**src/design/hbfr_pkg.sv**
```systemverilog
`default_nettype none

package hbfr_pkg;

  // Field and register widths.
  localparam int BYTE_W     = 8;
  localparam int LIMIT_W    = 7;
  localparam int CRC_W      = 16;
  localparam int POS_W      = 6;
  localparam int CFG_IDX_W  = 3;
  localparam int CFG_DATA_W = 16;

  // Default storage depth of the frame buffer.
  localparam int BUFFER_DEPTH_DEF = 64;

  // Smallest frame that is checked: address, control and two FCS bytes.
  localparam int MIN_FRAME = 4;

  localparam logic [BYTE_W-1:0] FLAG_BYTE = 8'h7E;
  localparam logic [BYTE_W-1:0] ESC_BYTE  = 8'h7D;
  localparam logic [BYTE_W-1:0] ESC_MASK  = 8'h20;
  localparam logic [CRC_W-1:0]  CRC_POLY  = 16'h1021;

  // Register reset values.
  localparam logic [BYTE_W-1:0]  MY_ADDR_RST    = 8'h00;
  localparam logic [BYTE_W-1:0]  PEER_ADDR_RST  = 8'h00;
  localparam logic [BYTE_W-1:0]  BCAST_ADDR_RST = 8'hFF;
  localparam logic [LIMIT_W-1:0] MAX_BYTES_RST  = 7'd64;
  localparam logic [CRC_W-1:0]   CRC_INIT_RST   = 16'hFFFF;

  // Configuration register indexes.
  typedef enum logic [CFG_IDX_W-1:0] {
    CFG_MY_ADDR    = 3'd0,
    CFG_PEER_ADDR  = 3'd1,
    CFG_BCAST_ADDR = 3'd2,
    CFG_MAX_BYTES  = 3'd3,
    CFG_CRC_INIT   = 3'd4
  } cfg_idx_e;

  // Result kinds.
  localparam logic KIND_BYTE  = 1'b0;
  localparam logic KIND_ERROR = 1'b1;

  // Control of the shared CRC unit.
  typedef struct packed {
    logic              load;
    logic              en;
    logic [CRC_W-1:0]  init;
    logic [BYTE_W-1:0] data;
  } crc_ctrl_t;

endpackage

`default_nettype wire

```
**src/design/hbfr_ram.sv**
```systemverilog
`default_nettype none

module hbfr_ram #(
  parameter int WIDTH = 8,
  parameter int DEPTH = 64
) (
  input  wire logic                     clk_i,
  input  wire logic                     we_i,
  input  wire logic [$clog2(DEPTH)-1:0] waddr_i,
  input  wire logic [WIDTH-1:0]         wdata_i,
  input  wire logic                     re_i,
  input  wire logic [$clog2(DEPTH)-1:0] raddr_i,
  output logic      [WIDTH-1:0]         rdata_o
);

  logic [WIDTH-1:0] mem_q [DEPTH];
  logic [WIDTH-1:0] rdata_q;

  always_ff @(posedge clk_i) begin
    if (we_i) begin
      mem_q[waddr_i] <= wdata_i;
    end
    if (re_i) begin
      rdata_q <= mem_q[raddr_i];
    end
  end

  assign rdata_o = rdata_q;

endmodule

`default_nettype wire

```
**src/design/hbfr_crc.sv**
```systemverilog
`default_nettype none

module hbfr_crc (
  input  wire logic                         clk_i,
  input  wire logic                         rst_ni,
  input  wire hbfr_pkg::crc_ctrl_t          ctrl_i,
  output logic      [hbfr_pkg::CRC_W-1:0]   crc_o
);

  logic [hbfr_pkg::CRC_W-1:0] crc_q, crc_d;
  logic [hbfr_pkg::CRC_W-1:0] step;

  // One message byte per cycle while en is set, eight shift-and-reduce steps, MSB first.
  always_comb begin
    step = crc_q ^ {ctrl_i.data, 8'h00};
    for (int k = 0; k < 8; k++) begin
      if (step[hbfr_pkg::CRC_W-1]) begin
        step = {step[hbfr_pkg::CRC_W-2:0], 1'b0} ^ hbfr_pkg::CRC_POLY;
      end else begin
        step = {step[hbfr_pkg::CRC_W-2:0], 1'b0};
      end
    end
    if (ctrl_i.load) begin
      crc_d = ctrl_i.init;
    end else if (ctrl_i.en) begin
      crc_d = step;
    end else begin
      crc_d = crc_q;
    end
  end

  always_ff @(posedge clk_i or negedge rst_ni) begin
    if (!rst_ni) begin
      crc_q <= '0;
    end else begin
      crc_q <= crc_d;
    end
  end

  assign crc_o = crc_q;

endmodule

`default_nettype wire

```
**src/design/hdlc_byte_frame_receiver.sv**
```systemverilog
`default_nettype none

// Channel  | Direction | Handshake                 | Payload
// ---------+-----------+---------------------------+-----------------------------------------
// input    | in        | in_valid_i / in_stall_o   | rx_byte_i
// output   | out       | out_valid_o / out_stall_i | kind_o, frame_byte_o, position_o,
//          |           |                           | last_o, error_total_o
// config   | in        | cfg_we_i (no handshake)   | cfg_index_i, cfg_data_i
//
// An ordinary word of an open frame under the byte limit is written into the frame buffer
// when it is accepted. A closing flag on an open frame of n >= 4 stored bytes starts a check
// pass through the shared one-byte-a-cycle CRC unit and the single RAM read port; a good
// frame emits its n - 2 words, each one read and then loaded, an error frame one word. The
// input stalls for the whole pass, and the sequencer waits on a stalled output word. Reset
// is asynchronous and active low; the frame buffer has no reset and no clearing pass.

module hdlc_byte_frame_receiver #(
  parameter int BUFFER_DEPTH = hbfr_pkg::BUFFER_DEPTH_DEF
) (
  input  wire logic                              clk_i,
  input  wire logic                              rst_ni,
  // Received words.
  input  wire logic                              in_valid_i,
  output logic                                   in_stall_o,
  input  wire logic [hbfr_pkg::BYTE_W-1:0]       rx_byte_i,
  // Result words.
  output logic                                   out_valid_o,
  input  wire logic                              out_stall_i,
  output logic                                   kind_o,
  output logic      [hbfr_pkg::BYTE_W-1:0]       frame_byte_o,
  output logic      [hbfr_pkg::POS_W-1:0]        position_o,
  output logic                                   last_o,
  output logic      [hbfr_pkg::CRC_W-1:0]        error_total_o,
  // Configuration writes.
  input  wire logic                              cfg_we_i,
  input  wire logic [hbfr_pkg::CFG_IDX_W-1:0]    cfg_index_i,
  input  wire logic [hbfr_pkg::CFG_DATA_W-1:0]   cfg_data_i
);

  localparam int AW = $clog2(BUFFER_DEPTH);
  localparam int CW = $clog2(BUFFER_DEPTH + 1);
  localparam int LW = hbfr_pkg::LIMIT_W;
  localparam int BW = hbfr_pkg::BYTE_W;
  localparam int PW = hbfr_pkg::POS_W;
  localparam int RW = hbfr_pkg::CRC_W;

  // Framing modes of the receive path.
  typedef enum logic [3:0] {
    MODE_HUNT = 4'b0001,
    MODE_ADDR = 4'b0010,
    MODE_DATA = 4'b0100,
    MODE_ESC  = 4'b1000
  } mode_e;

  // Frame check sequencer.
  typedef enum logic [4:0] {
    S_IDLE    = 5'b00001,
    S_CRC     = 5'b00010,
    S_CHECK   = 5'b00100,
    S_EMIT_RD = 5'b01000,
    S_EMIT_WR = 5'b10000
  } seq_e;

  // Configuration registers.
  logic [BW-1:0] my_addr_q, peer_addr_q, bcast_addr_q;
  logic [LW-1:0] max_bytes_q;
  logic [RW-1:0] crc_init_q;

  always_ff @(posedge clk_i or negedge rst_ni) begin
    if (!rst_ni) begin
      my_addr_q    <= hbfr_pkg::MY_ADDR_RST;
      peer_addr_q  <= hbfr_pkg::PEER_ADDR_RST;
      bcast_addr_q <= hbfr_pkg::BCAST_ADDR_RST;
      max_bytes_q  <= hbfr_pkg::MAX_BYTES_RST;
      crc_init_q   <= hbfr_pkg::CRC_INIT_RST;
    end else if (cfg_we_i) begin
      case (cfg_index_i)
        hbfr_pkg::CFG_MY_ADDR:    my_addr_q    <= cfg_data_i[BW-1:0];
        hbfr_pkg::CFG_PEER_ADDR:  peer_addr_q  <= cfg_data_i[BW-1:0];
        hbfr_pkg::CFG_BCAST_ADDR: bcast_addr_q <= cfg_data_i[BW-1:0];
        hbfr_pkg::CFG_MAX_BYTES:  max_bytes_q  <= cfg_data_i[LW-1:0];
        hbfr_pkg::CFG_CRC_INIT:   crc_init_q   <= cfg_data_i[RW-1:0];
        default: ;
      endcase
    end
  end

  // State registers.
  mode_e         mode_q, mode_d;
  logic [CW-1:0] count_q, count_d;
  seq_e          seq_q, seq_d;
  logic [CW-1:0] n_q, n_d;
  logic [CW-1:0] ptr_q, ptr_d;
  logic          rd_vld_q, rd_vld_d;
  logic [CW-1:0] rd_idx_q, rd_idx_d;
  logic [BW-1:0] fcs_hi_q, fcs_hi_d, fcs_lo_q, fcs_lo_d;
  logic [RW-1:0] err_q, err_d;

  // Output register.
  logic          out_valid_q, out_valid_d;
  logic          out_kind_q, out_kind_d;
  logic [BW-1:0] out_byte_q, out_byte_d;
  logic [PW-1:0] out_pos_q, out_pos_d;
  logic          out_last_q, out_last_d;
  logic [RW-1:0] out_total_q, out_total_d;

  logic          in_acc;
  logic          out_free;
  logic          close_go;
  logic [LW-1:0] limit;
  logic [BW-1:0] byte_unesc;
  logic          addr_hit;
  logic [CW-1:0] msg_len;

  logic          ram_we, ram_re;
  logic [BW-1:0] ram_wdata, ram_rdata;

  hbfr_pkg::crc_ctrl_t crc_ctrl;
  logic [RW-1:0]       crc_value;

  assign in_stall_o = (seq_q != S_IDLE);
  assign in_acc     = in_valid_i && !in_stall_o;
  assign out_free   = !out_valid_q || !out_stall_i;

  // The usable stored-byte limit never exceeds the buffer depth.
  assign limit = (max_bytes_q > LW'(BUFFER_DEPTH)) ? LW'(BUFFER_DEPTH) : max_bytes_q;

  assign byte_unesc = (mode_q == MODE_ESC) ? (rx_byte_i ^ hbfr_pkg::ESC_MASK) : rx_byte_i;
  assign addr_hit   = (byte_unesc == my_addr_q) || (byte_unesc == peer_addr_q) ||
                      (byte_unesc == bcast_addr_q);
  assign msg_len    = n_q - CW'(2);

  // Receive framing: flag, escape, address filter and overflow.
  always_comb begin
    mode_d    = mode_q;
    count_d   = count_q;
    ram_we    = 1'b0;
    ram_wdata = byte_unesc;
    close_go  = 1'b0;
    if (in_acc) begin
      if (rx_byte_i == hbfr_pkg::FLAG_BYTE) begin
        // A flag closes whatever frame is open and opens the next one.
        if ((mode_q != MODE_HUNT) && (count_q >= CW'(hbfr_pkg::MIN_FRAME))) begin
          close_go = 1'b1;
        end
        mode_d  = MODE_ADDR;
        count_d = '0;
      end else if (mode_q != MODE_HUNT) begin
        if (rx_byte_i == hbfr_pkg::ESC_BYTE) begin
          mode_d = MODE_ESC;
        end else if (LW'(count_q) >= limit) begin
          // Overflow: the count is kept, but the frame is never checked.
          mode_d = MODE_HUNT;
        end else begin
          ram_we  = 1'b1;
          count_d = count_q + CW'(1);
          if (count_q == '0) begin
            if (addr_hit) begin
              mode_d = MODE_DATA;
            end else begin
              mode_d  = MODE_HUNT;
              count_d = '0;
            end
          end else begin
            mode_d = MODE_DATA;
          end
        end
      end
    end
  end

  // Frame check sequencer: CRC pass over the buffer, then emit pass or one error word.
  always_comb begin
    seq_d       = seq_q;
    n_d         = n_q;
    ptr_d       = ptr_q;
    rd_vld_d    = 1'b0;
    rd_idx_d    = ptr_q;
    fcs_hi_d    = fcs_hi_q;
    fcs_lo_d    = fcs_lo_q;
    err_d       = err_q;
    ram_re      = 1'b0;
    out_valid_d = out_valid_q && out_stall_i;
    out_kind_d  = out_kind_q;
    out_byte_d  = out_byte_q;
    out_pos_d   = out_pos_q;
    out_last_d  = out_last_q;
    out_total_d = out_total_q;

    crc_ctrl      = '0;
    crc_ctrl.init = crc_init_q;
    crc_ctrl.data = ram_rdata;

    case (seq_q)
      S_IDLE: begin
        if (close_go) begin
          crc_ctrl.load = 1'b1;
          n_d           = count_q;
          ptr_d         = '0;
          seq_d         = S_CRC;
        end
      end
      S_CRC: begin
        if (ptr_q != n_q) begin
          ram_re   = 1'b1;
          rd_vld_d = 1'b1;
          ptr_d    = ptr_q + CW'(1);
        end
        if (rd_vld_q) begin
          if (rd_idx_q < msg_len) begin
            crc_ctrl.en = 1'b1;
          end else if (rd_idx_q == msg_len) begin
            fcs_hi_d = ram_rdata;
          end else begin
            fcs_lo_d = ram_rdata;
            seq_d    = S_CHECK;
          end
        end
      end
      S_CHECK: begin
        if (crc_value == {fcs_hi_q, fcs_lo_q}) begin
          ptr_d = '0;
          seq_d = S_EMIT_RD;
        end else if (out_free) begin
          err_d       = err_q + RW'(1);
          out_valid_d = 1'b1;
          out_kind_d  = hbfr_pkg::KIND_ERROR;
          out_byte_d  = '0;
          out_pos_d   = '0;
          out_last_d  = 1'b1;
          out_total_d = err_q + RW'(1);
          seq_d       = S_IDLE;
        end
      end
      S_EMIT_RD: begin
        ram_re = 1'b1;
        seq_d  = S_EMIT_WR;
      end
      S_EMIT_WR: begin
        if (out_free) begin
          out_valid_d = 1'b1;
          out_kind_d  = hbfr_pkg::KIND_BYTE;
          out_byte_d  = ram_rdata;
          out_pos_d   = PW'(ptr_q);
          out_last_d  = (ptr_q == msg_len - CW'(1));
          out_total_d = err_q;
          if (ptr_q == msg_len - CW'(1)) begin
            seq_d = S_IDLE;
          end else begin
            ptr_d = ptr_q + CW'(1);
            seq_d = S_EMIT_RD;
          end
        end
      end
      default: begin
        seq_d = S_IDLE;
      end
    endcase
  end

  always_ff @(posedge clk_i or negedge rst_ni) begin
    if (!rst_ni) begin
      mode_q      <= MODE_HUNT;
      count_q     <= '0;
      seq_q       <= S_IDLE;
      n_q         <= '0;
      ptr_q       <= '0;
      rd_vld_q    <= 1'b0;
      rd_idx_q    <= '0;
      err_q       <= '0;
      out_valid_q <= 1'b0;
    end else begin
      mode_q      <= mode_d;
      count_q     <= count_d;
      seq_q       <= seq_d;
      n_q         <= n_d;
      ptr_q       <= ptr_d;
      rd_vld_q    <= rd_vld_d;
      rd_idx_q    <= rd_idx_d;
      err_q       <= err_d;
      out_valid_q <= out_valid_d;
    end
  end

  always_ff @(posedge clk_i) begin
    fcs_hi_q    <= fcs_hi_d;
    fcs_lo_q    <= fcs_lo_d;
    out_kind_q  <= out_kind_d;
    out_byte_q  <= out_byte_d;
    out_pos_q   <= out_pos_d;
    out_last_q  <= out_last_d;
    out_total_q <= out_total_d;
  end

  hbfr_ram #(
    .WIDTH (BW),
    .DEPTH (BUFFER_DEPTH)
  ) u_store (
    .clk_i   (clk_i),
    .we_i    (ram_we),
    .waddr_i (count_q[AW-1:0]),
    .wdata_i (ram_wdata),
    .re_i    (ram_re),
    .raddr_i (ptr_q[AW-1:0]),
    .rdata_o (ram_rdata)
  );

  hbfr_crc u_crc (
    .clk_i  (clk_i),
    .rst_ni (rst_ni),
    .ctrl_i (crc_ctrl),
    .crc_o  (crc_value)
  );

  assign out_valid_o   = out_valid_q;
  assign kind_o        = out_kind_q;
  assign frame_byte_o  = out_byte_q;
  assign position_o    = out_pos_q;
  assign last_o        = out_last_q;
  assign error_total_o = out_total_q;

  // The buffer is only written while no check pass is reading it.
  assert property (@(posedge clk_i) disable iff (!rst_ni)
    ram_we |-> (seq_q == S_IDLE))
    else $error("frame buffer written during a check pass");

  // The stored count never runs past the buffer.
  assert property (@(posedge clk_i) disable iff (!rst_ni)
    count_q <= CW'(BUFFER_DEPTH))
    else $error("stored byte count beyond buffer depth");

  // The read pointer stays within the frame being checked.
  assert property (@(posedge clk_i) disable iff (!rst_ni)
    (seq_q == S_CRC) |-> (ptr_q <= n_q))
    else $error("check pass read past the frame");

  // The error counter moves only together with a freshly loaded error report.
  assert property (@(posedge clk_i) disable iff (!rst_ni)
    (err_q != $past(err_q)) |-> (out_valid_q && out_kind_q && out_last_q))
    else $error("error count changed without an error report");

endmodule

`default_nettype wire
```
**config.mk**
```make
export PLATFORM = sky130hd
export DESIGN_NAME = hdlc_byte_frame_receiver
export DESIGN_NICKNAME = d
export VERILOG_FILES = /design/src/design/hbfr_pkg.sv /design/src/design/hbfr_ram.sv /design/src/design/hbfr_crc.sv /design/src/design/hdlc_byte_frame_receiver.sv
export SDC_FILE = /design/constraint.sdc
export NUM_CORES = 1
export LEC_CHECK = 0
export ABC_AREA = 1
export BUFFER_PORTS_ARGS = -buffer_cell sky130_fd_sc_hd__buf_2
export CORE_UTILIZATION = 55
export CTS_BUF_LIST = sky130_fd_sc_hd__clkbuf_16
export DETAILED_ROUTE_END_ITERATION = 6
export PLACE_DENSITY = 0.69
export SYNTH_ARGS = -nofsm -noshare
export SYNTH_HDL_FRONTEND = slang
export SYNTH_SLANG_ARGS = --single-unit
```
**constraint.sdc**
```tcl
create_clock -name clk_i -period 3.87 [get_ports clk_i]
set_clock_uncertainty 0.1 [all_clocks]
set_input_delay 0.1935 -clock clk_i [delete_from_list [all_inputs] [get_ports clk_i]]
set_output_delay 0.1935 -clock clk_i [all_outputs]
set_load 0.05 [all_outputs]
```
# After elaboration in Yosys (flattened, before gate mapping)
# Memories as Yosys holds them, arrays and structs flattened. A register that Yosys moved wholly into a read port is not among the register bits.
# Index checks and enable logic that the tools add are counted.
[classes]
addsub = 5
magnitude_cmp = 4
n_eq_ne = 34
muxes = 78
bitwise_logic = 13
reduce_logical = 29
[op_table]
columns = ["operator", "n"]
rows = [
  ["13-bit two-way mux", 8],
  ["7-bit two-way mux", 12],
  ["16-bit two-way mux", 5],
  ["5-bit two-way mux", 7],
  ["16-bit one-hot mux with 2 select lines", 1],
  ["7-bit one-hot mux with 4 select lines", 1],
  ["5-bit one-hot mux with 5 select lines", 1],
  ["8-bit equality test", 3],
  ["4-bit two-way mux", 6],
  ["6-bit two-way mux", 4],
  ["8-bit two-way mux", 3],
  ["2-bit inequality test (second input constant)", 12],
  ["3-bit NOT", 8],
  ["1-bit two-way mux", 23],
  ["16-bit by 1-bit adder with 16-bit output (second input constant)", 1],
  ["16-bit equality test", 1],
  ["8-bit by 7-bit equality test with 1-bit output (second input constant)", 2],
  ["8-bit one-hot mux with 2 select lines", 1],
  ["4-bit AND reduction", 4],
  ["16-bit XOR", 1],
  ["7-bit by 1-bit adder with 7-bit output (second input constant)", 2],
  ["7-bit equality test", 2],
  ["2-bit AND reduction", 7],
  ["6-bit one-hot mux with 2 select lines", 1],
  ["31 further kinds", 47],
]
[word_totals]
ff_bits = 166
ramBits = 512
in_bits = 32
out_inout_bits = 34
word_cells = 186
n_memories = 1
[memory_table]
columns = ["name", "words", "width", "read_ports", "rd_clocked_by_memory_dff", "write_ports", "line", "text"]
rows = [
  ["u_store.mem_q", 64, 8, 1, 1, 1, "hbfr_ram.sv:16", "logic [WIDTH-1:0] mem_q [DEPTH];"],
]

# Depth between registers and ports, before layout
[depth]
ltp_word = 19
depth_mapped = 17
mapped_depth_nobuf = 17

# Cells and area by module
# From an unflattened synthesis, not the netlist that was laid out.
[hier_totals]
cells_unflattened = 2810
hier_area_um2 = 30189.0
[modules_own_cells]
columns = ["mod", "instances", "cells_each", "area_per_inst_um2"]
rows = [
  ["hbfr_ram", 1, 1806, 21425.5],
  ["hdlc_byte_frame_receiver", 1, 860, 7683.6],
  ["hbfr_crc", 1, 144, 1079.8],
]

# Worst setup path before layout
# OpenSTA, ideal clock, no wires.
[synth_path]
kind = "reg2reg"
from = "register max_bytes_q[4]"
to = "memory u_store.mem_q[57][0], enable pin"
setup_time_ns = 0.370
arrival_ns = 2.363
t_required_ns = 3.400
setup_slack_ns = 1.037
path_stages_with_launch = 15
n_path_buf = 0
path_cell_list = "dfrtp_1 > nor4_1 > nand2_1 > nand2_1 > nand2_1 > ha_1 > a21oi_1 > o21ai_0 > nand2_1 > nand3b_1 > inv_1 > nand2_4 > nor2_8 > nand3_4 > nor2_1"
[synth_via]
elab_chain_len = 10
[synth_rtl]
columns = ["element", "line", "text"]
rows = [
  ["start: declaration", "hdlc_byte_frame_receiver.sv:66", "logic [LW-1:0] max_bytes_q;"],
  ["start signal: assignment", "hdlc_byte_frame_receiver.sv:74", "max_bytes_q <= hbfr_pkg::MAX_BYTES_RST;"],
  ["start signal: assignment", "hdlc_byte_frame_receiver.sv:81", "hbfr_pkg::CFG_MAX_BYTES: max_bytes_q <= cfg_data_i[LW-1:0];"],
  ["7-bit greater-than comparator", "hdlc_byte_frame_receiver.sv:126", "assign limit = (max_bytes_q > LW'(BUFFER_DEPTH)) ? LW'(BUFFER_DEPTH) : max_bytes_q;"],
  ["7-bit two-way mux *", "hdlc_byte_frame_receiver.sv:126", ""],
  ["7-bit >= comparator *", "hdlc_byte_frame_receiver.sv:151", "end else if (LW'(count_q) >= limit) begin"],
  ["1-bit two-way mux *", "hdlc_byte_frame_receiver.sv:151", ""],
  ["1-bit two-way mux *", "hdlc_byte_frame_receiver.sv:149", "if (rx_byte_i == hbfr_pkg::ESC_BYTE) begin"],
  ["1-bit two-way mux *", "hdlc_byte_frame_receiver.sv:148", "end else if (mode_q != MODE_HUNT) begin"],
  ["1-bit two-way mux *", "hdlc_byte_frame_receiver.sv:141", "if (rx_byte_i == hbfr_pkg::FLAG_BYTE) begin"],
  ["1-bit two-way mux *", "hdlc_byte_frame_receiver.sv:140", "if (in_acc) begin"],
  ["1-bit two-way mux *", "hbfr_ram.sv:20", "if (we_i) begin"],
  ["1-bit two-way mux (implied by the code) *", "hbfr_ram.sv:21", "mem_q[waddr_i] <= wdata_i;"],
  ["end: declaration", "hbfr_ram.sv:16", ""],
]
# Mark *: on every way between the ends. The rest lies on a longest branch, timed or not.

# Worst setup path in the final report
[layout_path]
from = "register max_bytes_q[4]"
to = "memory u_store.mem_q[23][1], enable pin"
# Same word-level chain as after synthesis.

==> summary.json <==
{
  "clk_root_buffer_cell": {"value": "sky130_fd_sc_hd__clkbuf_16"},
  "drive_gt1_share": {"value": 11.5, "unit": "%"},
  "status": {"value": "complete, no violations"},
  "syn2layout_area_growth": {"value": 12.2, "unit": "%"},
  "slew_viol_final": {"value": 0},
  "slew_headroom": {"value": 31.6, "unit": "%"},
  "synth.most_common_cell": {"value": "sky130_fd_sc_hd__edfxtp_1"},
  "setup_tns": {"value": 0, "unit": "ns"},
  "rrSetupSlack": {"value": 0.37, "unit": "ns"},
  "dr.first_iter.drc_count": {"value": 2206},
  "post-place-cells": {"value": 3211},
  "max-vdd-ir-drop": {"value": 412, "unit": "uV"},
  "worst_r2r_endpoint": {"value": "u_store.mem_q[23][1]$_DFFE_PP_"},
  "end_kind": {"value": "register"},
  "total_overflow_reported_by_the_global_router": {"value": 0},
  "maxCapViolCount": {"value": 0},
  "postPlaceCellArea": {"value": 30300, "unit": "um^2"},
  "rows": {"value": 84},
  "synth_area_leaders": {"value": "sky130_fd_sc_hd__edfxtp_1 58%, sky130_fd_sc_hd__dfrtp_1 7.8%, sky130_fd_sc_hd__o21ai_0 6.0%"},
  "number_of_hold_buffers_added_after_cts": {"value": 19},
  "number_of_synthesized_flops_with_an_enable_pin": {"value": 568},
  "post_cts_buffers": {"value": 0},
  "proportion_of_register_bits_with_asynchronous_set_or_reset_after_synthesis": {"value": 17.2, "unit": "%"},
  "drt_wl_total": {"value": 74900, "unit": "um"},
  "die_width": {"value": 232, "unit": "um"},
  "grt_setup_unrepaired": {"value": "no"},
  "synthesis.yosys.warnings": {"value": 0},
  "reg2reg_from": {"value": "max_bytes_q[4]$_DFFE_PN0P_"},
  "tightest_slew": {"value": 1.02, "unit": "ns"},
  "critical_path_class": {"value": "register to register"},
  "cts_tree": {"value": "yes"},
  "clockBufferDepth": {"value": 3},
  "boundaryPins": {"value": 66},
  "core_region_area": {"value": 52600, "unit": "um^2"},
  "finalSetupViolations": {"value": 0},
  "syn_nets": {"value": 2588},
  "synth_common_cells": {"value": "568 x sky130_fd_sc_hd__edfxtp_1, 457 x sky130_fd_sc_hd__nor2_1, 351 x sky130_fd_sc_hd__o21ai_0"},
  "cts.sink_count": {"value": 686},
  "fmaxAchievable": {"value": 0.286, "unit": "GHz"},
  "route.detailed.drc": {"value": 0},
  "timing_hold_violations_final": {"value": 0},
  "num_antenna_cells": {"value": 0},
  "num-nets-final": {"value": 2669},
  "syn_avg_cell_area": {"value": 11.5, "unit": "um^2"},
  "dp.final_hpwl": {"value": 47000, "unit": "um"},
  "crit_required": {"value": 4.00, "unit": "ns"},
  "min_period_over_period": {"value": 90.4, "unit": "%"},
  "postSynthRegisterBits": {"value": 686},
  "finished_layout_cell_area": {"value": 32800, "unit": "um^2"},
  "routed_vias": {"value": 20000},
  "worstHoldPathCells": {"value": 2},
  "grt_util_all_layers": {"value": 28.1, "unit": "%"},
  "worst-endpoint-arrival": {"value": 3.63, "unit": "ns"},
  "synth_seq_area_share": {"value": 68.7, "unit": "%"},
  "cellLeakagePower": {"value": 0.0120, "unit": "uW"},
  "place.port_buffers": {"value": 65},
  "synth.largest_area_cell": {"value": "sky130_fd_sc_hd__edfxtp_1"},
  "place.gp.congestion": {"value": 0.915},
  "mappedNetlistArea": {"value": 29200, "unit": "um^2"},
  "period_needed": {"value": 3.50, "unit": "ns"},
  "sw_frac_of_total": {"value": 24.5, "unit": "%"},
  "clk_pin_slew_worst_paths": {"value": 0.06, "unit": "ns"},
  "first_global_vias": {"value": 19400},
  "hold_start": {"value": "rx_byte_i[7]"},
  "cellPowerDensity": {"value": 512, "unit": "nW/um^2"},
  "die_ar": {"value": 54000, "unit": "um^2"},
  "grt_start_max_net_pins": {"value": 166},
  "clock_power_share": {"value": 39.6, "unit": "%"},
  "min-delay-path-class": {"value": "primary input to register"},
  "filler_cell_count": {"value": 4138},
  "ant_nets": {"value": 0},
  "synth_top_area_share": {"value": 58.4, "unit": "%"},
  "synth-main-ff-cell": {"value": "sky130_fd_sc_hd__edfxtp_1"},
  "stdcell_count": {"value": 3359},
  "intPower": {"value": 12700, "unit": "uW"},
  "synth_cells": {"value": 2535},
  "worstHoldEndpoint": {"value": "u_store.mem_q[37][7]$_DFFE_PP_"},
  "clk-insertion-delay-late": {"value": 0.61, "unit": "ns"},
  "detail_route.vias_per_cell": {"value": 5.95},
  "htree_levels": {"value": 3},
  "synth_cell_types": {"value": 47},
  "worst-path-max-fanout": {"value": 8},
  "cts_made_buffers": {"value": 72},
  "post-layout-total-power": {"value": 16800, "unit": "uW"},
  "p_switching": {"value": 4110, "unit": "uW"},
  "power_frac_seq": {"value": 51.0, "unit": "%"},
  "avgRoutedWirePerCell": {"value": 22.3, "unit": "um"},
  "drtPass1Iterations": {"value": 6},
  "r2r.worst_path.cells": {"value": 14},
  "power.combinational.fraction": {"value": 9.4, "unit": "%"},
  "cp-start-kind": {"value": "register"},
  "die_height": {"value": 232, "unit": "um"},
  "post_cts_resize_count": {"value": 0},
  "grt_pass1_wl": {"value": 113000, "unit": "um"},
  "antenna_found_initial": {"value": 1},
  "starting_density_of_the_core": {"value": 55.5, "unit": "%"}
}
## critical path, stage by stage, from the launching register on
cell                       delay, ns
sky130_fd_sc_hd__dfrtp_1        0.39
sky130_fd_sc_hd__nor4_1         0.28
sky130_fd_sc_hd__nand2_1        0.09
sky130_fd_sc_hd__nand2_1        0.08
sky130_fd_sc_hd__nand2_1        0.07
sky130_fd_sc_hd__ha_1           0.32
sky130_fd_sc_hd__a21oi_1        0.15
sky130_fd_sc_hd__o21ai_0        0.09
sky130_fd_sc_hd__nand2_1        0.08
sky130_fd_sc_hd__nand3b_1       0.09
sky130_fd_sc_hd__inv_1          0.14
sky130_fd_sc_hd__nand2_4        0.12
sky130_fd_sc_hd__nor2_8         0.17
sky130_fd_sc_hd__nand2_2        0.31
sky130_fd_sc_hd__nor2_1         0.64
## flip-flops by register name, indices dropped and copies added, names as in the netlist, 16 cells and up
name and cells:
error_total_o 16, u_store.mem_q 512, err_q 16, u_crc.crc_o 16, crc_init_q 16
## routing by layer
metal | routed length, um | part of all wire, % | global-route usage (%) | vias up
li1 | - | - | - | 9130
met1 | 30700 | 41 | 38.7 | 9726
met2 | 35000 | 47 | 44.2 | 958
met3 | 6490 | 8.7 | 5.50 | 179
met4 | 2730 | 3.6 | 11.1 | 2
met5 | 9 | 0.012 | 0 | -
## area by class of cell
| cell class | instances | area (um^2) | area share (%) |
|---|---|---|---|
| clock buffer | 77 | 1930 | 5.88 |
| clock inverter | 52 | 348 | 1.06 |
| sequential | 686 | 20100 | 61.2 |
| timing repair buffer | 139 | 981 | 2.99 |
| tap | 688 | 861 | 2.63 |
| multi-input combinational | 1610 | 8180 | 25.0 |
| inverter | 107 | 409 | 1.25 |
## through the flow
step	worst slack [ns]	hold slack, ns	utilization [%]
2_1_floorplan	1.04	-0.202	-
4_1_cts	0.385	0.0619	62.3
5_1_grt	0.132	0.0722	62.3
3_5_place_dp	0.385	0.195	57.6
6_report	0.370	0.0797	62.3
3_3_place_gp	0.450	0.196	57.6
## cell usage in the layout (no fill, tap or decap), drive strengths merged, types with 26 or more instances in the layout
cell type,count
dfstp,27
clkbuf,77
buf,120
inv,124
nand4,49
clkinv,26
edfxtp,568
nand2,345
nand3,96
o22ai,67
o211ai,62
xor2,60
dfrtp,91
nor2,468
o21ai,353
## logic make-up after synthesis
family          count (synthesis)  synth area share, %
compound gates                521                 9.97
xor+xnor                       85                 2.55
fa+ha+maj                      21                0.900
buf+inv                       239                 3.36
flops                         686                 68.7
mux                             5                0.193
simple gates                  978                 14.4
## worst max-delay path by stage
stage	from	to	slack, ns	cells past startpoint
after floorplan	max_bytes_q[4]$_DFFE_PN0P_	u_store.mem_q[57][0]$_DFFE_PP_	1.04	14
after global placement	max_bytes_q[4]$_DFFE_PN0P_	u_store.mem_q[36][4]$_DFFE_PP_	0.45	14
after detailed placement	max_bytes_q[4]$_DFFE_PN0P_	u_store.mem_q[39][4]$_DFFE_PP_	0.39	14
after CTS	max_bytes_q[4]$_DFFE_PN0P_	u_store.mem_q[23][1]$_DFFE_PP_	0.38	14
after global routing	max_bytes_q[4]$_DFFE_PN0P_	u_store.mem_q[46][1]$_DFFE_PP_	0.13	14
final	max_bytes_q[4]$_DFFE_PN0P_	u_store.mem_q[23][1]$_DFFE_PP_	0.37	14
## power by group through the flow
stage	Sequential, uW	Clock, uW	Combinational, uW
final	8560	6650	1570
after global routing	8580	6990	1720
after CTS	8550	6720	1570
after detailed placement	8700	0	1540
after global placement	8690	0	1510
after floorplan	8650	0	978
Power figures use the tool's default switching activity.
